==> src/rtl/core/dpu_pkg.sv <==
// Shared types and constants for the bitmap pixel unpack and nearest-neighbor scaler.
// Used by every module in rtl/core; depends on nothing else.
package dpu_pkg;

  localparam int unsigned MILLI      = 1000;
  localparam int unsigned MAX_ROW_PX = 1024;
  localparam int unsigned PAL_AW     = 8;
  localparam int unsigned PAL_DEPTH  = 256;
  localparam int unsigned FIFO_DEPTH = 4;
  localparam int unsigned FIFO_AW    = $clog2(FIFO_DEPTH);

  typedef enum logic [1:0] {
    REQ_PAL   = 2'd0,
    REQ_DATA  = 2'd1,
    REQ_CLEAR = 2'd2,
    REQ_NONE  = 2'd3
  } req_type_e;

  typedef enum logic [2:0] {
    FMT_1BPP  = 3'd0,
    FMT_4BPP  = 3'd1,
    FMT_8BPP  = 3'd2,
    FMT_24BPP = 3'd3,
    FMT_32BPP = 3'd4
  } fmt_e;

  typedef enum logic [2:0] {
    CFG_FORMAT     = 3'd0,
    CFG_SRC_WIDTH  = 3'd1,
    CFG_ZOOM       = 3'd2,
    CFG_OUT_WIDTH  = 3'd3,
    CFG_OUT_HEIGHT = 3'd4
  } cfg_reg_e;

  typedef struct packed {
    logic [2:0]  fmt;
    logic [10:0] src_width;
    logic [13:0] zoom;
    logic [10:0] out_width;
    logic [10:0] out_height;
  } cfg_t;

  typedef struct packed {
    logic [23:0] rgb;
    logic        eor;
    logic        eoi;
  } pixel_t;

  // One pixel leaving the unpacker: either a palette lookup or a direct color.
  typedef struct packed {
    logic              valid;
    logic              from_pal;
    logic [PAL_AW-1:0] addr;
    pixel_t            pix;
  } pix_req_t;

endpackage

==> src/rtl/core/dpu_out_fifo.sv <==
// Small output queue that decouples pixel issue from the downstream stall.
// Depends on dpu_pkg.
module dpu_out_fifo
  import dpu_pkg::*;
(
  input  logic           clk_i,
  input  logic           rst_ni,
  input  logic           push_i,
  input  pixel_t         data_i,
  output logic           out_valid_o,
  input  logic           out_stall_i,
  output pixel_t         data_o,
  output logic [FIFO_AW:0] count_o
);

  pixel_t             mem_q [FIFO_DEPTH];
  logic [FIFO_AW-1:0] wptr_q, rptr_q;
  logic [FIFO_AW:0]   count_q, count_d;
  logic               pop;

  assign out_valid_o = count_q != '0;
  assign pop         = out_valid_o && !out_stall_i;
  assign data_o      = mem_q[rptr_q];
  assign count_o     = count_q;

  always_comb begin
    count_d = count_q;
    if (push_i && !pop) begin
      count_d = count_q + 1'b1;
    end else if (pop && !push_i) begin
      count_d = count_q - 1'b1;
    end
  end

  always_ff @(posedge clk_i or negedge rst_ni) begin
    if (!rst_ni) begin
      wptr_q  <= '0;
      rptr_q  <= '0;
      count_q <= '0;
    end else begin
      if (push_i) begin
        wptr_q <= wptr_q + 1'b1;
      end
      if (pop) begin
        rptr_q <= rptr_q + 1'b1;
      end
      count_q <= count_d;
    end
  end

  always_ff @(posedge clk_i) begin
    if (push_i) begin
      mem_q[wptr_q] <= data_i;
    end
  end

`ifndef SYNTHESIS
  a_no_overflow: assert property (@(posedge clk_i) disable iff (!rst_ni)
    push_i |-> (count_q != (FIFO_AW+1)'(FIFO_DEPTH) || pop))
    else $error("output queue overflow");
  a_count_up: assert property (@(posedge clk_i) disable iff (!rst_ni)
    (push_i && !pop) |=> count_q == $past(count_q) + 1'b1)
    else $error("queue count did not rise on push");
  a_count_bound: assert property (@(posedge clk_i) disable iff (!rst_ni)
    count_q <= (FIFO_AW+1)'(FIFO_DEPTH))
    else $error("queue count out of range");
`endif

endmodule

==> config.mk <==
export PLATFORM = sky130hd
export DESIGN_NAME = dpu_out_fifo
export DESIGN_NICKNAME = d
export VERILOG_FILES = /design/src/rtl/core/dpu_pkg.sv /design/src/rtl/core/dpu_out_fifo.sv
export SDC_FILE = /design/constraint.sdc
export NUM_CORES = 1
export LEC_CHECK = 0
export CORE_AREA = 2 2 102 114
export CTS_BUF_LIST = sky130_fd_sc_hd__clkbuf_2 sky130_fd_sc_hd__clkbuf_4 sky130_fd_sc_hd__clkbuf_8
export DETAILED_ROUTE_END_ITERATION = 10
export DIE_AREA = 0 0 104 116
export DONT_BUFFER_PORTS = 1
export HOLD_SLACK_MARGIN = 0.06
export SYNTH_ARGS = -nofsm -noshare
export SYNTH_HDL_FRONTEND = slang
export SYNTH_SLANG_ARGS = --single-unit
==> constraint.sdc <==
create_clock -name clk_i -period 2.9 [get_ports clk_i]
set_input_delay 0 -clock clk_i [delete_from_list [all_inputs] [get_ports clk_i]]
set_output_delay 0 -clock clk_i [all_outputs]
set_load 0.01 [all_outputs]
==> flow_metrics.py <==
metrics = {
    "run_status": {
        "status": "finished clean",
    },
    "synth": {
        "synthFlopType": "edfxtp_1",
        "postSynthCellCount": 170,
        "synth_compound_area_share_pct": 0.119,
        "synthMuxAreaShare_pct": 14.9,
        "synth_edf_count": 104,
        "synth-seq-cells": 111,
        "synth_adder_area_share_pct": 1.97,
        "yosysWarnings": 0,
        "synth_top_family_by_area": "multiplexers",
        "synth_area_sq_mm": 0.00420,
        "synth_seq_area_share_pct": 78.6,
        "synth_most_common_cell": "edfxtp_1",
        "syn-num-nets": 206,
        "postSynthAreaPerCell_sq_um": 24.7,
        "synth_area_leader_cell": "edfxtp_1",
        "ys_types": 20,
        "yosys.area_share.simple_pct": 1.22,
        "netlist_top_cells_count": "104 x edfxtp_1, 18 x mux4_2, 8 x mux4_1",
        "synthTopCellsByArea": "edfxtp_1 74%, mux4_2 9.7%, mux4_1 5.0%",
        "synth_top_area_share_pct": 74.4,
        "postSynth.asyncResetShare_pct": 6.31,
        "yosys.area_share.xor_xnor_pct": 1.25,
    },
    "floorplanning": {
        "start_util_pct": 38.8,
        "die_y_um": 116,
        "ios": 60,
        "core_sq_mm": 0.0108,
        "fp.dieW_um": 104,
        "die-area_sq_mm": 0.0121,
        "placementRows": 40,
    },
    "timing": {
        "hold_violations": 0,
        "fmax_ghz": 0.470,
        "drv_slew": 0,
        "finalSetupViolCount": 0,
        "finalCritPeriodShare_pct": 73.3,
        "tightestPinTransition_ns": 0.915,
        "setup-tns-final_ns": 0,
        "grt_setup_unrepaired": "false",
        "max_slew_margin_pct": 39.0,
        "fin_skew_ns": 0.0128,
        "fin_crit_ns": 2.13,
    },
    "grt": {
        "antenna_found_initial": 0,
        "grt_pass1_wl_um": 10800,
        "track_usage_pct": 12.4,
        "grt_pass1_vias": 1922,
        "grt_max_degree": 29,
        "overflow": 0,
    },
    "power": {
        "irDropWorstVdd_v": 0.000580,
        "p_sw_w": 0.00125,
        "clkPwrFrac_pct": 21.6,
        "p_leak_nw": 1.60,
        "switching_share_pct": 28.8,
        "p_comb_share_pct": 24.5,
        "power_density_mw_per_mm2": 894,
        "power_frac_seq_pct": 53.9,
        "p_int_w": 0.00310,
    },
    "final_layout": {
        "num_antenna_cells": 0,
        "syn_to_final_growth_pct": 16.1,
        "nets": 244,
        "fillers": 935,
        "post-route-util_pct": 45.1,
        "drive_gt1_share_pct": 18.9,
    },
    "cts": {
        "root_buffer": "clkbuf_8",
        "clock_path_buffers": 2,
        "cts_inserted_buffers": 9,
        "post-cts-setup-buffer-count": 0,
        "ctsHoldBuffers": 30,
        "cts_tree": "yes",
        "cts_resized": 0,
        "cts_max_level": 3,
        "clock_latency_ns": 0.36,
        "clk_pin_slew_ns": 0.09,
        "cts_sinks": 111,
    },
    "worst_setup_path": {
        "r2r_end": "count_o[2]",
        "cp_max_fo": 4,
        "reg2reg_from": "count_o[0]",
        "worst_setup_path_end_kind": "flip-flop",
        "worstPathRequired_ns": 3.20,
        "start_kind": "flip-flop",
        "arrival_ns": 2.42,
        "worstRegToRegCells": 8,
        "reg2reg_slack_ns": 0.77,
        "path_class": "flip-flop to flip-flop",
    },
    "place": {
        "portBuffers": 0,
        "gp_congestion": 0.715,
        "post-dp-hpwl_um": 4220,
    },
    "route": {
        "first_pass_iters": 4,
        "drtIter0Drc": 77,
        "avgViaCountPerCell": 4.94,
        "route.detailed.drc": 0,
        "wl_per_cell_um": 18.9,
        "drtAntennaViolNets": 0,
        "vias": 1775,
        "drt-total-wl_um": 6780,
    },
    "hold_path": {
        "hold_depth": 1,
        "holdCritStartpoint": "push_i",
        "whs_endpoint": "mem_q[2][11]",
        "min_path_type": "input port to flip-flop",
    },
    "job": {
        "cap_violations": 0,
    },
}
[critical path: stages, from the launching register on]
cell,delay (ns)
dfrtp_1,0.48
nor3_1,0.33
or2_2,0.20
ha_1,0.18
inv_1,0.06
fa_1,0.39
xor2_1,0.15
nor2_1,0.11
xor2_1,0.15
[cells by family after synthesis]
family                   Yosys count
adder cells (fa/ha/maj)            6
AND/OR/NAND/NOR                    9
multiplexers                      27
flip-flops                       111
buffers and inverters             10
XOR/XNOR                           6
AO/OA/AOI/OAI                      1
[power by group through the flow]
stage               clock [W]  sequential (W)  combinational (W)
detailed placement          0         0.00241            0.00106
finish               0.000942         0.00235            0.00107
floorplan                   0         0.00222            0.00101
global placement            0         0.00237            0.00102
global route          0.00103         0.00241            0.00117
CTS                  0.000979         0.00237            0.00110
[final cells by class]
type / count / area [sq um] / area share (%)
multi-input combinational: 49 / 821 / 16.8
inverter: 4 / 15.0 / 0.308
clock inverter: 5 / 73.8 / 1.52
clock buffer: 10 / 131 / 2.70
sequential: 111 / 3300 / 67.7
timing repair buffer: 33 / 348 / 7.14
tap: 147 / 184 / 3.78
[sequential cells by signal, summed over array words and instances (netlist names)]
| signal | count |
|---|---|
| count_o | 3 |
| wptr_q | 2 |
| rptr_q | 2 |
| mem_q | 104 |
[through the flow]
stage          area (sq um)  hold slack, ns  worst slack (ns)  power [W]  cells
6_report               4870           0.149             0.774    0.00436    359
5_1_grt                4870           0.164             0.613    0.00460    359
4_1_cts                4870           0.155             0.711    0.00445    359
3_5_place_dp           4370          -0.295             0.778    0.00346    314
3_3_place_gp           4370          -0.295             0.918    0.00339    314
2_1_floorplan          4200          -0.296             0.979    0.00323    170
[worst max path at each step]
stage / startpoint / endpoint / slack (ns) / depth (start not counted)
after detailed placement: count_o[0] / count_o[2] / 0.78 / 8
after CTS: rptr_q[0] / data_o[22] / 0.71 / 1
final: count_o[0] / count_o[2] / 0.77 / 8
after global routing: count_o[0] / count_o[2] / 0.61 / 8
after floorplan: count_o[0] / count_o[2] / 0.98 / 8
after global placement: count_o[0] / count_o[2] / 0.92 / 8
[layout by cell type (no fill, tap or decap), types with 2 or more instances in the layout]
cell,Yosys,routed
mux4_2,18,18
ha_1,5,5
clkinv_2,0,2
and2_1,4,2
and2_2,0,2
xnor2_1,2,2
bufinv_16,0,2
clkbuf_8,0,9
dfrtp_1,7,6
mux4_1,8,8
dlygate4sd3_1,0,30
inv_1,4,4
buf_12,2,2
xor2_1,4,4
edfxtp_1,104,104
[per-layer routing]
layer	part of all wire (%)	routed length [um]	GRT usage, %
met1	40	2730	14.3
met3	4.6	309	3.43
met2	53	3560	21.1
met4	2.7	183	7.03
met5	0	0	0
No activity file was read; power rests on OpenSTA's default activity.
