===== config.mk =====
export PLATFORM = sky130hd
export DESIGN_NAME = dpu_unpack
export DESIGN_NICKNAME = d
export VERILOG_FILES = /design/src/rtl/core/dpu_pkg.sv /design/src/rtl/core/dpu_unpack.sv
export SDC_FILE = /design/constraint.sdc
export NUM_CORES = 1
export LEC_CHECK = 0
export BUFFER_PORTS_ARGS = -buffer_cell sky130_fd_sc_hd__buf_2
export CORE_AREA = 2 2 159 115
export DETAILED_ROUTE_END_ITERATION = 7
export DIE_AREA = 0 0 161 117
export GPL_TIMING_DRIVEN = 1
export PLACE_DENSITY = 0.95
export SYNTH_ARGS = -nofsm -noshare
export SYNTH_HDL_FRONTEND = slang
export SYNTH_SLANG_ARGS = --single-unit
export TNS_END_PERCENT = 30

===== constraint.sdc =====
create_clock -name clk_i -period 14.3 [get_ports clk_i]
set_input_delay 2.145 -clock clk_i [delete_from_list [all_inputs] [get_ports clk_i]]
set_output_delay 2.145 -clock clk_i [all_outputs]
set_load 0.1 [all_outputs]

===== src/rtl/core/dpu_pkg.sv =====
// Shared types and constants for the bitmap pixel unpack and nearest-neighbor scaler.
// Used by every module in rtl/core; depends on nothing else.
package dpu_pkg;

  localparam int unsigned MILLI      = 1000;
  localparam int unsigned MAX_ROW_PX = 1024;
  localparam int unsigned PAL_AW     = 8;
  localparam int unsigned PAL_DEPTH  = 256;
  localparam int unsigned FIFO_DEPTH = 4;
  localparam int unsigned FIFO_AW    = $clog2(FIFO_DEPTH);

  typedef enum logic [1:0] {
    REQ_PAL   = 2'd0,
    REQ_DATA  = 2'd1,
    REQ_CLEAR = 2'd2,
    REQ_NONE  = 2'd3
  } req_type_e;

  typedef enum logic [2:0] {
    FMT_1BPP  = 3'd0,
    FMT_4BPP  = 3'd1,
    FMT_8BPP  = 3'd2,
    FMT_24BPP = 3'd3,
    FMT_32BPP = 3'd4
  } fmt_e;

  typedef enum logic [2:0] {
    CFG_FORMAT     = 3'd0,
    CFG_SRC_WIDTH  = 3'd1,
    CFG_ZOOM       = 3'd2,
    CFG_OUT_WIDTH  = 3'd3,
    CFG_OUT_HEIGHT = 3'd4
  } cfg_reg_e;

  typedef struct packed {
    logic [2:0]  fmt;
    logic [10:0] src_width;
    logic [13:0] zoom;
    logic [10:0] out_width;
    logic [10:0] out_height;
  } cfg_t;

  typedef struct packed {
    logic [23:0] rgb;
    logic        eor;
    logic        eoi;
  } pixel_t;

  // One pixel leaving the unpacker: either a palette lookup or a direct color.
  typedef struct packed {
    logic              valid;
    logic              from_pal;
    logic [PAL_AW-1:0] addr;
    pixel_t            pix;
  } pix_req_t;

endpackage


===== src/rtl/core/dpu_unpack.sv =====
// Byte unpacker: walks pixels of each row byte, decimates rows and columns,
// and issues palette reads or direct colors. Depends on dpu_pkg.
module dpu_unpack
  import dpu_pkg::*;
(
  input  logic              clk_i,
  input  logic              rst_ni,
  input  cfg_t              cfg_i,
  input  logic              in_valid_i,
  output logic              in_stall_o,
  input  logic [1:0]        req_type_i,
  input  logic [7:0]        palette_index_i,
  input  logic [7:0]        palette_red_i,
  input  logic [7:0]        palette_green_i,
  input  logic [7:0]        palette_blue_i,
  input  logic [7:0]        data_byte_i,
  input  logic              issue_ok_i,
  output logic              pal_we_o,
  output logic [PAL_AW-1:0] pal_waddr_o,
  output logic [23:0]       pal_wdata_o,
  output pix_req_t          req_o
);

  localparam logic signed [15:0] MilliS = 16'(MILLI);

  logic              s_v_q, s_v_d;
  logic [7:0]        s_byte_q, s_byte_d;
  logic [2:0]        s_k_q, s_k_d;
  logic [11:0]       rbc_q, rbc_d;
  logic [1:0]        rmod3_q, rmod3_d;
  logic [10:0]       spc_q, spc_d;
  logic [15:0]       part_q, part_d;
  logic signed [15:0] col_q, col_d;
  logic signed [15:0] rowacc_q, rowacc_d;
  logic              rowsel_q, rowsel_d;
  logic [10:0]       occ_q, occ_d;
  logic [10:0]       orc_q, orc_d;

  logic [2:0]        fmt;
  logic [10:0]       width;
  logic [13:0]       zoom;
  logic signed [15:0] zoom_s;
  logic [12:0]       w13, data_bytes, row_bytes, r13;
  logic              in_data, direct_fmt, has_pix, is_last, step, emit, accept;
  logic [2:0]        last_k;
  logic [7:0]        pal_idx;
  logic signed [15:0] col_m, row_tmp;

  // Effective configuration: out-of-range values are clamped; an unknown format gives 8 bpp.
  always_comb begin
    fmt   = (cfg_i.fmt > FMT_32BPP) ? FMT_8BPP : cfg_i.fmt;
    width = (cfg_i.src_width == 11'd0) ? 11'd1 :
            (cfg_i.src_width > 11'(MAX_ROW_PX)) ? 11'(MAX_ROW_PX) : cfg_i.src_width;
    zoom  = (cfg_i.zoom < 14'(MILLI)) ? 14'(MILLI) : cfg_i.zoom;
    zoom_s = signed'({2'b00, zoom});
    w13   = {2'b00, width};
    case (fmt)
      FMT_1BPP:  data_bytes = (w13 + 13'd7) >> 3;
      FMT_4BPP:  data_bytes = (w13 + 13'd1) >> 1;
      FMT_24BPP: data_bytes = (w13 << 1) + w13;
      FMT_32BPP: data_bytes = w13 << 2;
      default:   data_bytes = w13;
    endcase
    row_bytes = (data_bytes + 13'd3) & ~13'd3;
  end

  assign r13        = {1'b0, rbc_q};
  assign in_data    = r13 < data_bytes;
  assign direct_fmt = (fmt == FMT_24BPP) || (fmt == FMT_32BPP);
  assign last_k     = (in_data && fmt == FMT_1BPP) ? 3'd7 :
                      (in_data && fmt == FMT_4BPP) ? 3'd1 : 3'd0;
  assign is_last    = s_k_q == last_k;
  assign step       = s_v_q && issue_ok_i;
  assign in_stall_o = s_v_q && !(step && is_last);
  assign accept     = in_valid_i && !in_stall_o;

  always_comb begin
    case (fmt)
      FMT_1BPP: pal_idx = {7'd0, s_byte_q[3'd7 - s_k_q]};
      FMT_4BPP: pal_idx = s_k_q[0] ? {4'd0, s_byte_q[3:0]} : {4'd0, s_byte_q[7:4]};
      default:  pal_idx = s_byte_q;
    endcase
    if (fmt == FMT_24BPP) begin
      has_pix = in_data && (rmod3_q == 2'd2);
    end else if (fmt == FMT_32BPP) begin
      has_pix = in_data && (rbc_q[1:0] == 2'd3);
    end else begin
      has_pix = in_data;
    end
  end

  always_comb begin
    s_v_d    = s_v_q;
    s_byte_d = s_byte_q;
    s_k_d    = s_k_q;
    rbc_d    = rbc_q;
    rmod3_d  = rmod3_q;
    spc_d    = spc_q;
    part_d   = part_q;
    col_d    = col_q;
    rowacc_d = rowacc_q;
    rowsel_d = rowsel_q;
    occ_d    = occ_q;
    orc_d    = orc_q;
    emit     = 1'b0;
    col_m    = col_q - MilliS;
    row_tmp  = rowacc_q + (rowsel_q ? zoom_s : 16'sd0) - MilliS;
    pal_we_o = 1'b0;

    if (step) begin
      if (has_pix && spc_q < width) begin
        spc_d = spc_q + 11'd1;
        if (rowsel_q && orc_q < cfg_i.out_height) begin
          if (col_m[15]) begin
            if (occ_q < cfg_i.out_width) begin
              emit  = 1'b1;
              occ_d = occ_q + 11'd1;
            end
            col_d = col_m + zoom_s;
          end else begin
            col_d = col_m;
          end
        end
      end
      if (in_data && direct_fmt) begin
        part_d = {part_q[7:0], s_byte_q};
      end
      if (is_last) begin
        s_v_d = 1'b0;
        s_k_d = 3'd0;
        if (r13 + 13'd1 >= row_bytes) begin
          if (rowsel_q && orc_q < cfg_i.out_height) begin
            orc_d = orc_q + 11'd1;
          end
          rowacc_d = row_tmp;
          rowsel_d = row_tmp[15] || (row_tmp == 16'sd0);
          rbc_d    = 12'd0;
          rmod3_d  = 2'd0;
          spc_d    = 11'd0;
          part_d   = 16'd0;
          col_d    = 16'sd0;
          occ_d    = 11'd0;
        end else begin
          rbc_d   = rbc_q + 12'd1;
          rmod3_d = (rmod3_q == 2'd2) ? 2'd0 : rmod3_q + 2'd1;
        end
      end else begin
        s_k_d = s_k_q + 3'd1;
      end
    end

    if (accept) begin
      case (req_type_e'(req_type_i))
        REQ_PAL: pal_we_o = 1'b1;
        REQ_DATA: begin
          s_v_d    = 1'b1;
          s_byte_d = data_byte_i;
          s_k_d    = 3'd0;
        end
        REQ_CLEAR: begin
          rbc_d    = 12'd0;
          rmod3_d  = 2'd0;
          spc_d    = 11'd0;
          part_d   = 16'd0;
          col_d    = 16'sd0;
          rowacc_d = 16'sd0;
          rowsel_d = 1'b1;
          occ_d    = 11'd0;
          orc_d    = 11'd0;
        end
        default: ;
      endcase
    end
  end

  always_ff @(posedge clk_i or negedge rst_ni) begin
    if (!rst_ni) begin
      s_v_q    <= 1'b0;
      s_k_q    <= 3'd0;
      rbc_q    <= 12'd0;
      rmod3_q  <= 2'd0;
      spc_q    <= 11'd0;
      part_q   <= 16'd0;
      col_q    <= 16'sd0;
      rowacc_q <= 16'sd0;
      rowsel_q <= 1'b1;
      occ_q    <= 11'd0;
      orc_q    <= 11'd0;
    end else begin
      s_v_q    <= s_v_d;
      s_k_q    <= s_k_d;
      rbc_q    <= rbc_d;
      rmod3_q  <= rmod3_d;
      spc_q    <= spc_d;
      part_q   <= part_d;
      col_q    <= col_d;
      rowacc_q <= rowacc_d;
      rowsel_q <= rowsel_d;
      occ_q    <= occ_d;
      orc_q    <= orc_d;
    end
  end

  always_ff @(posedge clk_i) begin
    s_byte_q <= s_byte_d;
  end

  assign pal_waddr_o = palette_index_i;
  assign pal_wdata_o = {palette_red_i, palette_green_i, palette_blue_i};

  always_comb begin
    req_o.valid    = emit;
    req_o.from_pal = !direct_fmt;
    req_o.addr     = pal_idx;
    // Direct color: newest byte is red, the one before green, the oldest blue.
    req_o.pix.rgb  = {s_byte_q, part_q[7:0], part_q[15:8]};
    req_o.pix.eor  = occ_q == (cfg_i.out_width - 11'd1);
    req_o.pix.eoi  = req_o.pix.eor && (orc_q == (cfg_i.out_height - 11'd1));
  end

endmodule


==> out/qor.csv <==
metric,value,unit
post_cts.resized_instances,0,
vdd_ir_drop_max,0.000168,V
synthesis.nets,1524,
post_synth_main_area_contributors,"dfrtp_1, ha_1, xnor2_1",
grt_pass1_wl,47700,um
timing.final.setup_violations,0,
grt_remaining_overflow,0,
period_needed,10.88,ns
worstMarginPinSlew,1.16,ns
setup_tns,0,ns
placement.io_buffers,101,
synth_seq_area_share,25.2,%
synth.ff_latch_count,108,
min_path_type,register to register,
via_count_of_the_first_global_routing_pass,9960,
clock-skew-final,0.0131,ns
met1_length,12500,um
filler_cell_count,1335,
coreArea,17400,um^2
total_leakage_power,5.46,nW
synth_largest_area_cell,dfrtp_1,
drv_cap,0,
holdCritStartpoint,part_q[15]$_DFF_PN0_,
die-height,117,um
ctsRootBufferMaster,clkbuf_16,
first_pass_iters,8,
final_nets,1564,
cts_inserted_buffers,9,
cell_area_after_synthesis,10900,um^2
via_total_after_detailed_routing,10300,
final_critical_path_setup_slack,3.42,ns
total_number_of_yosys_warnings,0,
ctsLongestPathBuffers,2,
drt_iter0_drc,1114,
post_synth_num_cell_types,100,
antenna_violations_before_repair,0,
dominantRegCellSynth,dfrtp_1,
dp_slack,3.58,ns
type_of_the_setup_path_with_the_least_slack,primary input to primary output,
post_cts_hold_buffer_count,0,
cts.htree.levels,3,
routed_wire_length_per_instance,18.2,um
route.top_layer_used,met4,
met2RoutedLength,12800,um
via_per_inst,6.47,
post_synth_inst_count,1308,
ios,166,
num_rows,41,
floorplan.die.width,161,um
synth.most_common_cell,nor2_1,
crit_start_category,primary input,
design.die.area,18800,um^2
powerDensity,134,nW/um^2
flow.area_growth_from_synthesis,6.93,%
worst_r2r_startpoint,rbc_q[6]$_DFF_PN0_,
postCtsSetupRepairBufs,0,
gp_congestion,0.980,
critical_path.startpoint,cfg_i[36],
worst_skew_pair.late_latency,0.36,ns
run_status,finished clean,
rsz_0062_raised_after_global_routing,no,
cts_num_sinks,108,
synth_edf_count,8,
detailroute.wirelength.met3,2900,um
postRouteAntennaNets,0,
average_size_of_a_mapped_cell,8.31,um^2
final_cell_count_no_fill,1589,
final-hold-violation-count,0,
route.final.wire_length,28900,um
post_route_cells_drive_above_1_share,13.2,%
maxClockFrequency,91.9,MHz
post-route-drc-count,0,
report.final.slew_viol_count,0,
endpoint_kind,primary output,
path_max_fanout,24,
placed_cells,1573,
post-synth-top-area-fraction,22.8,%
synthArstFlopShare,92.6,%
cp_data_required_time,12.15,ns
globalRouteTotalUtil,31.0,%
start_util,62.3,%
place_hpwl,21600,um
period_share,76.1,%
cts_tree,done,
num_antenna_cells,0,
grt_max_degree,76,
max_slew_margin,22.3,%
arrival_time_at_the_worst_endpoint,8.74,ns
synth_top_cells_by_count,"nor2_1, ha_1, nand2_1",
worst_setup_hold_path_clk_slew,0.08,ns
## cell families (layout without fill, tap and decap cells)
logic type	after synthesis	count (layout)	share of synthesized area (%)
DFF	108	108	25.2
AOI/OAI and AO/OA	287	287	18.7
adders and majority gates	121	121	14.1
muxes	17	17	1.99
and+or+nand+nor	483	483	22.7
buffers and inverters	165	210	7.02
xor gates and xnor gates	127	127	10.2
## worst paths after layout
check / to / slack, ns / depth (start not counted)
setup / recovery: in_stall_o / 3.42 / 17
hold / removal: part_q[15]$_DFF_PN0_ / 0.50 / 1
setup reg to reg: col_q[4]$_DFF_PN0_ / 9.72 / 11
hold reg to reg: part_q[15]$_DFF_PN0_ / 0.50 / 1
max in group asynchronous: rbc_q[8]$_DFF_PN0_ / 11.35 / 2
min in group asynchronous: part_q[11]$_DFF_PN0_ / 1.67 / 1
## placed cells by master, fill, tap and decap left out, drive strengths merged, types with 6 or more instances in the layout
master / n
xnor2: 70
a21o: 11
clkbuf: 9
nand2: 116
nor2b: 15
a31oi: 8
or2: 16
inv: 88
nand2b: 17
or3: 10
mux2i: 11
edfxtp: 8
nand4: 26
and3: 21
dfrtp: 99
o21ai: 51
nand3: 32
nor3: 45
a22o: 22
a31o: 7
and2: 19
buf: 110
a21oi: 79
xor2: 57
nor4: 12
and4: 6
o2111ai: 8
nand3b: 8
ha: 117
o21a: 8
nor2: 119
a211oi: 19
o21bai: 7
## sequential cells by signal, summed over array words and instances, names as in the netlist
name / cells
col_q: 16
occ_q: 11
orc_q: 11
part_q: 16
rbc_q: 12
rmod3_q: 2
rowacc_q: 16
rowsel_q: 1
s_byte_q: 8
s_k_q: 3
s_v_q: 1
spc_q: 11
## cell type report
cell class	count	area, um^2	area share, %
multi-input combinational	1035	7380	63.5
sequential	108	2740	23.6
timing repair buffer	110	576	4.95
inverter	84	315	2.71
tap	236	295	2.54
clock buffer	9	225	1.94
clock inverter	7	86.3	0.743
## where the power goes
group | internal, mW | switching [mW] | total (mW)
logic | 0.301 | 0.559 | 0.860
clock network | 0.127 | 0.132 | 0.259
registers | 0.364 | 0.0727 | 0.437
total | 0.792 | 0.764 | 1.56
## worst max-delay path, cell delays in order
cell and delay (ns):
buf_2 0.12, or4_4 0.56, o41ai_4 0.47, ha_1 0.38, and4_1 0.26, mux2_2 0.34, a221o_1 0.29, o41ai_1 0.73
ha_1 0.37, nand4_1 0.13, nor3_1 0.07, a2111oi_0 0.62, o21ai_0 0.20, a21oi_2 0.29, mux2i_4 0.77, and2_1 0.44
buf_2 0.53
## per-layer routing
| layer | GRT usage (%) | vias up |
|---|---|---|
| met1 | 41.7 | 4904 |
| met5 | 0 | - |
| li1 | - | 4742 |
| met2 | 49.8 | 560 |
| met4 | 10.5 | 0 |
| met3 | 7.40 | 78 |
## metrics by stage
stage / power (mW) / util, % / cell area (um^2) / hold slack (ns)
6_report: 1.56 / 66.6 / 11600 / 0.498
4_1_cts: 1.54 / 66.6 / 11600 / 0.506
2_1_floorplan: 1.14 / - / 10900 / 0.500
3_3_place_gp: 1.24 / 64.8 / 11300 / 0.480
5_1_grt: 1.65 / 66.6 / 11600 / 0.517
3_5_place_dp: 1.27 / 64.8 / 11300 / 0.479
Power figures use the tool's default switching activity.
